`src/scbq_pkg.sv`:
```
`default_nettype none
// ----------------------------------------------------------------------------
// scbq_pkg
// Shared types and constants for the store checker bank queues unit.
// ----------------------------------------------------------------------------
package scbq_pkg;

    localparam int MAIN_DEPTH = 16;
    localparam int CORE_DEPTH = 8;
    localparam int NUM_CORES  = 4;

    localparam int MAIN_AW = $clog2(MAIN_DEPTH);
    localparam int CORE_AW = $clog2(CORE_DEPTH);
    localparam int CORE_IW = (NUM_CORES > 1) ? $clog2(NUM_CORES) : 1;

    localparam logic [1:0] KIND_COMMIT   = 2'd0;
    localparam logic [1:0] KIND_COMPLETE = 2'd1;
    localparam logic [1:0] KIND_LOAD     = 2'd2;

    localparam logic OP_ADD  = 1'b0;
    localparam logic OP_TICK = 1'b1;

    localparam logic [15:0] LFSR_SEED = 16'hACE1;

    // Item handed from the front part to the back part.
    typedef struct packed {
        logic        op;
        logic        add_ok;
        logic [1:0]  kind;
        logic [1:0]  core;
        logic [31:0] seq;
        logic [47:0] addr;
    } work_t;

    typedef struct packed {
        logic        add_accepted;
        logic        load_valid;
        logic [31:0] load_seq;
        logic [47:0] load_address;
        logic        load_forward_hit;
        logic        retire_valid;
        logic [1:0]  retire_core;
        logic [31:0] retire_seq;
        logic [47:0] retire_address;
        logic        all_core_queues_empty;
    } result_t;

endpackage
`default_nettype wire

```
`src/scbq_front.sv`:
```
`default_nettype none
// ----------------------------------------------------------------------------
// scbq_front
// Accept items, classify adds and queue them toward the back part.
// ----------------------------------------------------------------------------
module scbq_front
    import scbq_pkg::*;
(
    input  wire logic  clk,
    input  wire logic  rst_n,
    input  wire logic  in_valid,
    output logic       in_ready,
    input  wire work_t in_item,
    output logic       q_valid,
    input  wire logic  q_ready,
    output work_t      q_item
);

    work_t      buf_reg [2];
    logic       wr_ptr_reg, rd_ptr_reg;
    logic [1:0] cnt_reg;
    logic       push, pop;
    work_t      cls;

    always_comb
    begin
        cls = in_item;
        cls.add_ok = (in_item.kind != 2'd3) &&
                     ({2'b00, in_item.core} < 4'(NUM_CORES));
    end

    assign in_ready = (cnt_reg != 2'd2);
    assign q_valid  = (cnt_reg != 2'd0);
    assign q_item   = buf_reg[rd_ptr_reg];
    assign push     = in_valid && in_ready;
    assign pop      = q_valid && q_ready;

    always_ff @(posedge clk)
    begin
        if (push)
        begin
            buf_reg[wr_ptr_reg] <= cls;
        end
    end

    always_ff @(posedge clk or negedge rst_n)
    begin
        if (!rst_n)
        begin
            wr_ptr_reg <= 1'b0;
            rd_ptr_reg <= 1'b0;
            cnt_reg    <= 2'd0;
        end
        else
        begin
            if (push) wr_ptr_reg <= ~wr_ptr_reg;
            if (pop)  rd_ptr_reg <= ~rd_ptr_reg;
            cnt_reg <= cnt_reg + {1'b0, push} - {1'b0, pop};
        end
    end

endmodule
`default_nettype wire

```
`config.mk`:
```
export PLATFORM = sky130hd
export DESIGN_NAME = scbq_front
export DESIGN_NICKNAME = d
export VERILOG_FILES = /design/src/scbq_pkg.sv /design/src/scbq_front.sv
export SDC_FILE = /design/constraint.sdc
export NUM_CORES = 1
export LEC_CHECK = 0
export BUFFER_PORTS_ARGS = -buffer_cell sky130_fd_sc_hd__buf_2
export CORE_UTILIZATION = 41
export DETAILED_ROUTE_END_ITERATION = 8
export PLACE_DENSITY_LB_ADDON = 0.3
export SYNTH_ARGS = -nofsm -noshare
export SYNTH_HDL_FRONTEND = slang
export SYNTH_SLANG_ARGS = --single-unit
export TNS_END_PERCENT = 100
```
`constraint.sdc`:
```
create_clock -name clk -period 8.6 [get_ports clk]
set_input_delay 1.29 -clock clk [delete_from_list [all_inputs] [get_ports clk]]
set_output_delay 1.29 -clock clk [all_outputs]
set_load 0.005 [all_outputs]
```
==> metrics.md, run 1 <==
| Metric | Value |
|---|---|
| Final Wtd Congestion | `approximately 0.67` |
| Die ar. | `about 16000 um2` |
| DRC viols | `0` |
| Max Cap Viol | `0` |
| Initial DRC count | `~130` |
| Seq cells post-synth | `around 180` |
| Routed wire per std cell | `about 15 um` |
| Warnings, synthesis | `0` |
| Critical path capture point type | `output pin` |
| Core Region | `15400 um2` |
| Sequential share of the synthesized area | `around four fifths` |
| CP max-delay cell | `dfrtp_4` |
| Synth unique cells | `16` |
| CTS buffer count | `17` |
| Setup_tns | `0 ns` |
| Clk buf depth | `2` |
| Fillers | `1228` |
| Initial antenna violation count | `0` |
| Crit-path max cell delay | `around 0.85 ns` |
| GRT Total Usage | `13.6%` |
| Post-layout min period | `roughly 3.8 ns` |
| Clock Power Share | `around 28%` |
| I/O pins | `between 150 and 200` |
| Switching Share | `~25%` |
| Max FFs per register | `roughly 170` |
| CTS sink count | `between 150 and 200` |
| Total Power | `around 2.7 mW` |
| Final Cycle Share | `between 40% and 50%` |
| Top cells by area, synth | `edfxtp_1, mux2_2, mux2_4` |
| Routed vias | `approximately 3.2k` |
| M3 GR Usage | `under 10%` |
| Netlist Area Pre-Place | `~6500 um2` |
| Met2 usage | `22.0%` |
| Pwr/cell area | `roughly 330 nW/um2` |
| Placed Cells | `666` |
| Rows | `between 40 and 50` |
| Net count after synthesis | `378` |
| Outcome | `completed` |
| Post-synth top area share | `about 80%` |
| Lkg Pwr | `approximately 3.1 nW` |
| Comb power frac | `between 20% and 30%` |
| Cell taking the most area after synthesis | `edfxtp_1` |
| Reg power frac | `46.2%` |
| Worst skew pair latency | `approximately 0.42 ns` |
| Post-Layout Cell Count | `a little under 700` |
| Fin area | `between 8000 and 9000 um2` |
| Actual slew at the worst max-slew pin | `~1.2 ns` |
| Worst-path clk slew | `0.06 ns` |
| Worst setup SP type | `register` |
| Arr. time, crit path | `2.53 ns` |
| Setup Buffers After CTS | `0` |
| # diodes | `0` |
| RSZ-0062 raised after global routing | `false` |
| CTS tree | `done` |
| Hold-fix buffers, CTS | `0` |
| Post-synthesis cell count | `286` |
| First-pass GRT wire length | `16500 um` |
| GRT overflow | `0` |
| Starting Density | `42.5%` |
| Final hold vios | `0` |
| Vias/cell | `between 4 and 5` |
| IO buf count | `between 150 and 200` |
| Chip width | `between 100 and 150 um` |
| Pin count of the biggest net entering global routing | `a little under 90` |
| Area Growth Syn to Fin | `25.7%` |
| Die height | `approximately 130 um` |
| CP required | `approximately 7.3 ns` |
| WS Path Type | `reg2out` |
| Worst-path fanout max | `~50` |
| Sw power | `around 0.69 mW` |
| Max Clock Freq | `about 260 MHz` |
| Slew Limit Headroom | `22.1%` |
| H-Tree Depth | `4` |
| Share of layout cells above drive strength 1 | `60.5%` |
| Crit path cell chain | `buf_4 -> mux2_2 -> buf_2` |
| # resized after CTS | `0` |
| # setup viols final | `0` |
| CTS root buffer | `clkbuf_16` |
| Worst Hold Class | `reg2reg` |
| ANT nets after route | `0` |
| Max-slew violations | `0` |
| Worst Skew | `0.0153 ns` |
| Number of global-route vias before repair | `between 3k and 4k` |
| M1 GR Usage | `around 15%` |
| Area after DPL | `~7600 um2` |
| Total Wirelength | `10700 um` |
| Busiest grt layer | `met2` |
| P_int | `approximately 2 mW` |
| Peak supply drop | `0.197 mV` |
| Mean Syn Cell Area | `22.8 um2` |
| First drt pass iteration count | `4` |
| DP HPWL | `between 6000 and 7000 um` |
| Layout Nets | `~570` |
-- through the flow --
step           setup WS [ns]  utilization, %  hold slack, ns
3_5_place_dp            5.06            49.6           0.500
5_1_grt                 4.63            53.4           0.553
4_1_cts                 4.72            53.4           0.513
6_report                4.78            53.4           0.511
3_3_place_gp            5.11            49.6           0.496
2_1_floorplan           3.10               -           0.461
-- cell usage in the layout (no fill, tap or decap), drive strengths merged --
master and n:
buf 179, mux2 86, or2 1, nand2 2, nand2b 1, clkinvlp 1
and3 1, inv 1, and2 1, xnor2 3, dfrtp 4, edfxtp 172
nor2 1, bufinv 4, ha 2, clkbuf 19, clkinv 4, xor2 1
-- cell families (layout without fill, tap and decap cells) --
kind of cell  after synthesis  in the layout  share of synthesized area (%)
mux                        86             86                           16.6
xor+xnor                    4              4                          0.537
flops                     176            176                           80.7
buf+inv                    11            208                           1.30
simple gates                7              7                          0.556
fa+ha+maj                   2              2                          0.383
-- cells in the mapped netlist (all sizes together) --
cell      n
xor2      1
edfxtp  172
dfrtp     4
inv       1
nand2     2
mux2     86
or2       1
and3      1
ha        2
nor2      1
buf      10
xnor2     3
and2      1
nand2b    1
-- per-layer routing --
metal	vias up	part of all wire (%)
met2	120	49
met3	11	8.6
met1	1593	40
met5	-	0
li1	1503	-
met4	0	1.6
-- worst max-delay path: cells and delay by family (launching register included) --
family | cells | cell delay (ns)
buf+inv | 2 | 0.78
flops | 1 | 0.85
mux | 1 | 0.40
-- path summary, 6_finish.rpt --
kind	startpoint	to	slack [ns]	depth (start not counted)
setup / recovery	rd_ptr_reg	q_item[76]	4.78	3
hold / removal	cnt_reg[0]	cnt_reg[0]	0.51	1
setup reg to reg	cnt_reg[1]	buf_reg[0][84]	5.97	4
hold reg to reg	cnt_reg[0]	cnt_reg[0]	0.51	1
max in group asynchronous	rst_n	rd_ptr_reg	7.80	1
min in group asynchronous	rst_n	cnt_reg[1]	0.66	1
-- power by group through the flow --
stage          combinational, mW  clock, mW  sequential (mW)
5_1_grt                    0.771      0.812             1.29
4_1_cts                    0.725      0.781             1.27
3_5_place_dp               0.721          0             1.29
2_1_floorplan              0.502          0             1.24
6_report                   0.707      0.763             1.26
3_3_place_gp               0.714          0             1.28
-- layout make-up --
class / count / area [um2] / share of cell area [%]
sequential: 176 / 5270 / 64.2
multi-input combinational: 99 / 1190 / 14.5
timing repair buffer: 179 / 903 / 11.0
clock buffer: 19 / 433 / 5.28
tap: 211 / 264 / 3.22
clock inverter: 9 / 144 / 1.75
inverter: 1 / 3.75 / 0.0457
Power figures use the tool's default switching activity.
==> run 2: changes to the inputs <==
==> constraint.sdc (replaced) <==
create_clock -name clk -period 3.34 [get_ports clk]
set_input_delay 0.501 -clock clk [delete_from_list [all_inputs] [get_ports clk]]
set_output_delay 0.501 -clock clk [all_outputs]
set_load 0.005 [all_outputs]
==> metrics.md, run 2 (synthesis gave the netlist of run 1 again) <==
| Metric | Value |
|---|---|
| Initial DRC count | `140 (+6.1%)` |
| Number of global-route vias before repair | `3409 (+1.8%)` |
| Total Wirelength | `11200 um (+5.1%)` |
| Setup Buffers After CTS | `0 (unchanged)` |
| Max-slew violations | `0 (unchanged)` |
| Outcome | `completed` |
| GRT overflow | `0 (unchanged)` |
| Total Power | `7.05 mW (+160%)` |
| DRC viols | `0 (unchanged)` |
| Most frequent cells in the layout | `buf_2, edfxtp_1, mux2_2` |
| Max Cap Viol | `0 (unchanged)` |
| Slew Limit Headroom | `49.5% (+27 points)` |
| Post-layout min period | `2.56 ns` |
| DP HPWL | `7050 um (+3.8%)` |
| Die height | `128 um (unchanged)` |
| Commonest non-fill, non-tap cell in the layout | `buf_2` |
| Routed wire per std cell | `16.0 um (+4.2%)` |
| Worst Skew | `0.00716 ns (-0.00817 ns)` |
| Setup_tns | `0 ns (unchanged)` |
| CTS buffer count | `17 (unchanged)` |
| Switching Share | `26.1% (+0.71 points)` |
| # setup viols final | `0 (unchanged)` |
| First drt pass iteration count | `4 (unchanged)` |
| Starting Density | `42.5% (unchanged)` |
| Hold-fix buffers, CTS | `1 (+1)` |
| CTS sink count | `176 (unchanged)` |
| Actual slew at the worst max-slew pin | `0.758 ns (-0.410 ns)` |
| Share of layout cells above drive strength 1 | `60.3% (-0.13 points)` |
| Final Wtd Congestion | `0.651 (-3.0%)` |
| Layout Nets | `568 (+0.35%)` |
| # diodes | `0 (unchanged)` |
| Max Clock Freq | `slightly below 400 MHz` |
| WS Path Type | `reg2out` |
| Worst skew pair latency | `0.42 ns (about the same)` |
| Peak supply drop | `0.449 mV (+130%)` |
| Worst Hold Class | `in2reg` |
| P_int | `5.21 mW (+160%)` |
| Arr. time, crit path | `2.06 ns (-0.47 ns)` |
| Chip width | `128 um (unchanged)` |
| Worst-path fanout max | `63 (+29%)` |
| ANT nets after route | `0 (unchanged)` |
| CTS root buffer | `clkbuf_16` |
| Initial antenna violation count | `0 (unchanged)` |
| Rows | `45 (unchanged)` |
| Lkg Pwr | `3.16 nW (+0.60%)` |
| Area Growth Syn to Fin | `26.4%` |
| Worst-case reg-to-reg path depth | `3 (-1)` |
| Final Cycle Share | `76.5%` |
| Final hold vios | `0 (unchanged)` |
| Reg power frac | `45.4% (-0.8 points)` |
| IO buf count | `176 (unchanged)` |
| Comb power frac | `27.1% (+1.2 points)` |
| Worst setup SP type | `register` |
| H-Tree Depth | `4 (unchanged)` |
| I/O pins | `178 (unchanged)` |
| Fillers | `1249 (+1.7%)` |
| Max FFs per register | `172 (unchanged)` |
| RSZ-0062 raised after global routing | `false` |
| Worst-path clk slew | `0.06 ns (about the same)` |
| Pin count of the biggest net entering global routing | `64 (-26%)` |
| Core Region | `15400 um2 (unchanged)` |
| CP required | `2.84 ns (-4.47 ns)` |
| GRT Total Usage | `14.3% (+0.72 points)` |
| Vias/cell | `4.63 (-0.49%)` |
| Critical path capture point type | `output pin` |
| Sw power | `1.84 mW (+170%)` |
| WHS Path Cells | `1 (unchanged)` |
| Pwr/cell area | `855 nW/um2 (+160%)` |
| Clock Power Share | `27.5% (-0.4 points)` |
| Routed vias | `3239 (+0.37%)` |
| First-pass GRT wire length | `17100 um (+4.0%)` |
| Clk buf depth | `2 (unchanged)` |
| CTS tree | `done` |
| Die ar. | `16400 um2 (unchanged)` |
| # resized after CTS | `0 (unchanged)` |
## run 2: changes by cell type in the layout (fill, tap and decap cells not counted)
cell	delta
buf_12	+2
clkinv_1	+2
buf_4	-1
bufinv_16	-1
clkinv_2	+1
clkinv_4	+1
dlygate4sd3_1	+1
inv_6	+1
## run 2: path summary, 6_finish.rpt
path / start / endpoint / slack [ns]
setup / recovery: rd_ptr_reg / q_item[85] / 0.78
hold / removal: in_item[10] / buf_reg[1][10] / 0.27
setup reg to reg: cnt_reg[1] / buf_reg[1][61] / 1.44
hold reg to reg: cnt_reg[0] / cnt_reg[0] / 0.52
max in group asynchronous: rst_n / rd_ptr_reg / 2.77
min in group asynchronous: rst_n / cnt_reg[1] / 0.43
## run 2: final cells by class
cell class                      count  area, um2  share of cell area (%)
Multi-Input combinational cell     99       1190                    14.4
Tap cell                          211        264                    3.20
Inverter                            1       3.75                  0.0455
Clock inverter                     13        144                    1.74
Sequential cell                   176       5270                    63.9
Timing Repair Buffer              181        946                    11.5
Clock buffer                       19        433                    5.25
## run 2: per-layer routing
metal	wire [um]	track usage [%]
met1	4740	16.9
met2	5620	23.7
met3	709	5.01
met4	161	6.23
met5	0	0
## run 2: metrics by stage
| stage | util, % | hold slack (ns) | setup slack [ns] | instance area, um2 | instances |
|---|---|---|---|---|---|
| final | 53.7 | 0.269 | 0.784 | 8250 | 700 |
| after global routing | 53.7 | 0.249 | 0.669 | 8250 | 700 |
| after detailed placement | 49.8 | 0.313 | 1.17 | 7660 | 667 |
| after CTS | 53.7 | 0.246 | 0.721 | 8250 | 700 |
| after floorplan | - | 0.205 | 0.0554 | 6530 | 286 |
| after global placement | 49.8 | 0.311 | 1.20 | 7660 | 667 |
## run 2: power groups by stage
stage	registers [mW]	logic [mW]	clock network, mW
finish	3.20	1.91	1.94
floorplan	3.18	1.30	0
detailed placement	3.26	1.96	0
global route	3.26	2.09	2.07
global placement	3.22	1.94	0
CTS	3.21	1.97	1.99
## run 2: worst max-delay path, cell delays in order, from the launching register on
cell	delay, ns
dfrtp_4	0.68
buf_12	0.42
mux2_2	0.38
buf_2	0.12
==> run 3: changes to the inputs <==
--- a/config.mk
+++ b/config.mk
@@ -5,6 +5,7 @@
 export SDC_FILE = /design/constraint.sdc
 export NUM_CORES = 1
 export LEC_CHECK = 0
+export ABC_AREA = 1
 export BUFFER_PORTS_ARGS = -buffer_cell sky130_fd_sc_hd__buf_2
 export CORE_UTILIZATION = 41
 export DETAILED_ROUTE_END_ITERATION = 8
==> constraint.sdc (replaced) <==
create_clock -name clk -period 2.65 [get_ports clk]
set_input_delay 0.3975 -clock clk [delete_from_list [all_inputs] [get_ports clk]]
set_output_delay 0.3975 -clock clk [all_outputs]
set_load 0.005 [all_outputs]
==> metrics.md, run 3 <==
| Metric | Value |
|---|---|
| Chip width | `128 um (-0.23%)` |
| CTS buffer count | `17 (unchanged)` |
| Worst-path fanout max | `21 (-67%)` |
| Max-slew violations | `0 (unchanged)` |
| Cell taking the most area after synthesis | `edfxtp_1` |
| # resized after CTS | `0 (unchanged)` |
| HP Start | `in_item[64]` |
| Final Cycle Share | `slightly below 80%` |
| Setup_tns | `0 ns (unchanged)` |
| H-Tree Depth | `4 (unchanged)` |
| Number of global-route vias before repair | `3948 (+16%)` |
| Post-layout min period | `roughly 2.1 ns` |
| Die ar. | `16400 um2 (-0.45%)` |
| GRT Total Usage | `15.5% (+1.2 points)` |
| Mean Syn Cell Area | `13.5 um2 (-41%)` |
| Worst setup SP type | `register` |
| FF-to-FF End | `buf_reg[0][8]` |
| CTS tree | `done` |
| Total Wirelength | `12300 um (+9.5%)` |
| Slew Limit Headroom | `58.6% (+9.2 points)` |
| Worst Hold Class | `in2reg` |
| Critical path capture point type | `output pin` |
| CP required | `2.25 ns (-0.59 ns)` |
| Peak supply drop | `0.553 mV (+23%)` |
| Most frequent cells in the layout | `nand2_1, buf_2, edfxtp_1` |
| Warnings, synthesis | `0 (unchanged)` |
| Layout Nets | `759 (+34%)` |
| Clk buf depth | `2 (unchanged)` |
| Initial antenna violation count | `0 (unchanged)` |
| CTS sink count | `176 (unchanged)` |
| DP HPWL | `7960 um (+13%)` |
| Routed vias | `4026 (+24%)` |
| GRT overflow | `0 (unchanged)` |
| Initial DRC count | `227 (+62%)` |
| # setup viols final | `0 (unchanged)` |
| Top cells by area, synth | `edfxtp_1, nand2_1, dfrtp_1` |
| Outcome | `completed` |
| Most frequent CP cell | `nand2_1` |
| Sequential share of the synthesized area | `81.0% (+0.37 points)` |
| WS Path Type | `reg2out` |
| Async S/R FF share, synth | `2.27% (unchanged)` |
| Core Region | `15300 um2 (-0.37%)` |
| WHS Path Cells | `1 (unchanged)` |
| Worst-path clk slew | `0.06 ns (about the same)` |
| IO buf count | `176 (unchanged)` |
| Final hold vios | `0 (unchanged)` |
| Reg-to-reg startpoint | `cnt_reg[0]` |
| Rows | `45 (unchanged)` |
| WP buf/inv | `3 (+1)` |
| CP top delay family | `buffers and inverters` |
| Worst skew pair latency | `0.41 ns (about the same)` |
| Commonest cells post-synth | `nand2_1, edfxtp_1, buf_2, inv_1, buf_6` |
| Netlist Area Pre-Place | `6500 um2 (-0.46%)` |
| Starting Density | `42.4% (about the same)` |
| Fillers | `1340 (+7.3%)` |
| Pwr/cell area | `1070 nW/um2 (+25%)` |
| Worst-case reg-to-reg path depth | `5 (+2)` |
| DRC viols | `0 (unchanged)` |
| Crit path cell chain | `inv_4 -> buf_4 -> nand2_1 -> nand2_1 -> buf_2` |
| CTS root buffer | `clkbuf_16` |
| Lkg Pwr | `3.52 nW (+11%)` |
| Net count after synthesis | `574 (+52%)` |
| Count leader, synth | `nand2_1` |
| First-pass GRT wire length | `19100 um (+12%)` |
| Worst Skew | `0.00634 ns (-0.000822 ns)` |
| RSZ-0062 raised after global routing | `false` |
| Synth unique cells | `11 (-5)` |
| Area after DPL | `7620 um2 (-0.54%)` |
| ANT nets after route | `0 (unchanged)` |
| Pin count of the biggest net entering global routing | `50 (-22%)` |
| Worst Hold Path EP | `buf_reg[0][64]` |
| Commonest non-fill, non-tap cell in the layout | `nand2_1` |
| R2R setup slack | `0.97 ns (-0.47 ns)` |
| Die height | `128 um (-0.23%)` |
| Fin area | `8160 um2 (-1.1%)` |
| Vias/cell | `4.52 (-2.3%)` |
| Area Growth Syn to Fin | `25.6%` |
| Routed wire per std cell | `13.8 um (-14%)` |
| Final Wtd Congestion | `0.752 (+15%)` |
| Max FFs per register | `172 (unchanged)` |
| Arr. time, crit path | `1.71 ns (-0.35 ns)` |
| I/O pins | `178 (unchanged)` |
| Post-synth top area share | `79.5% (+0.37 points)` |
| Post-synth EDFFs | `172 (unchanged)` |
| Max Cap Viol | `0 (unchanged)` |
| Max Clock Freq | `about 480 MHz` |
| Share of layout cells above drive strength 1 | `31.2% (-29 points)` |
| First drt pass iteration count | `4 (unchanged)` |
| Main synth FF type | `edfxtp_1` |
| CP max-delay cell | `dfrtp_2` |
| Actual slew at the worst max-slew pin | `0.621 ns (-0.137 ns)` |
| Crit-path max cell delay | `0.48 ns (-0.20 ns)` |
| Seq cells post-synth | `176 (unchanged)` |
| Post-synthesis cell count | `482 (+69%)` |
==> run 3: area by class of cell <==
| cell class | count | area (um2) | share of cell area [%] |
|---|---|---|---|
| flip-flops and latches | 176 | 5270 | 64.5 |
| inverters | 9 | 40.0 | 0.491 |
| well taps | 211 | 264 | 3.23 |
| multi-input cells | 278 | 1070 | 13.1 |
| clock inverters | 12 | 95.1 | 1.17 |
| repair buffers | 185 | 988 | 12.1 |
| diodes | 1 | 2.50 | 0.0307 |
| clock buffers | 19 | 433 | 5.30 |
==> run 3: what timing repair did <==
action,CTS,global route
hold buffers,1,0
setup endpoints to repair,0,0
hold endpoints to repair,4,0
setup buffers,0,0
==> run 3: power by group <==
part           switching, mW  total [mW]  internal (mW)
Combinational           1.61        2.55          0.939
Sequential             0.159        3.95           3.79
Clock                  0.967        2.24           1.27
Total                   2.74        8.75           6.01
==> run 3: cell families after synthesis <==
kind of cell	count (synthesis)	share of synthesized area [%]
simple gates	276	16.0
flops	176	81.0
buf+inv	28	2.58
fa+ha+maj	2	0.385
==> run 3: metrics by stage <==
step | utilization (%) | hold WS [ns] | setup slack (ns) | total power, mW | instances
after floorplan | - | 0.102 | 0.348 | 5.48 | 482
after global placement | 49.8 | 0.206 | 0.987 | 6.55 | 858
after detailed placement | 49.8 | 0.208 | 0.954 | 6.63 | 858
after CTS | 53.3 | 0.147 | 0.504 | 8.89 | 890
after global routing | 53.3 | 0.141 | 0.404 | 9.34 | 890
final | 53.3 | 0.168 | 0.545 | 8.75 | 891
==> run 3: how the worst max path moves through the flow <==
stage	start	to	slack (ns)	depth (start not counted)
6_report	rd_ptr_reg	q_item[38]	0.54	5
5_1_grt	rd_ptr_reg	q_item[71]	0.40	4
4_1_cts	rd_ptr_reg	q_item[38]	0.50	5
3_5_place_dp	rd_ptr_reg	q_item[38]	0.95	5
3_3_place_gp	rd_ptr_reg	q_item[5]	0.99	5
2_1_floorplan	cnt_reg[1]	buf_reg[1][0]	0.35	3
==> run 3: metal layers <==
layer / up-vias / GRT usage (%) / part of all wire [%]
li1: 1991 / - / -
met1: 1882 / 18.5 / 41
met2: 143 / 25.5 / 48
met3: 10 / 6.51 / 9.6
met4: 0 / 4.98 / 0.94
met5: - / 0 / 0
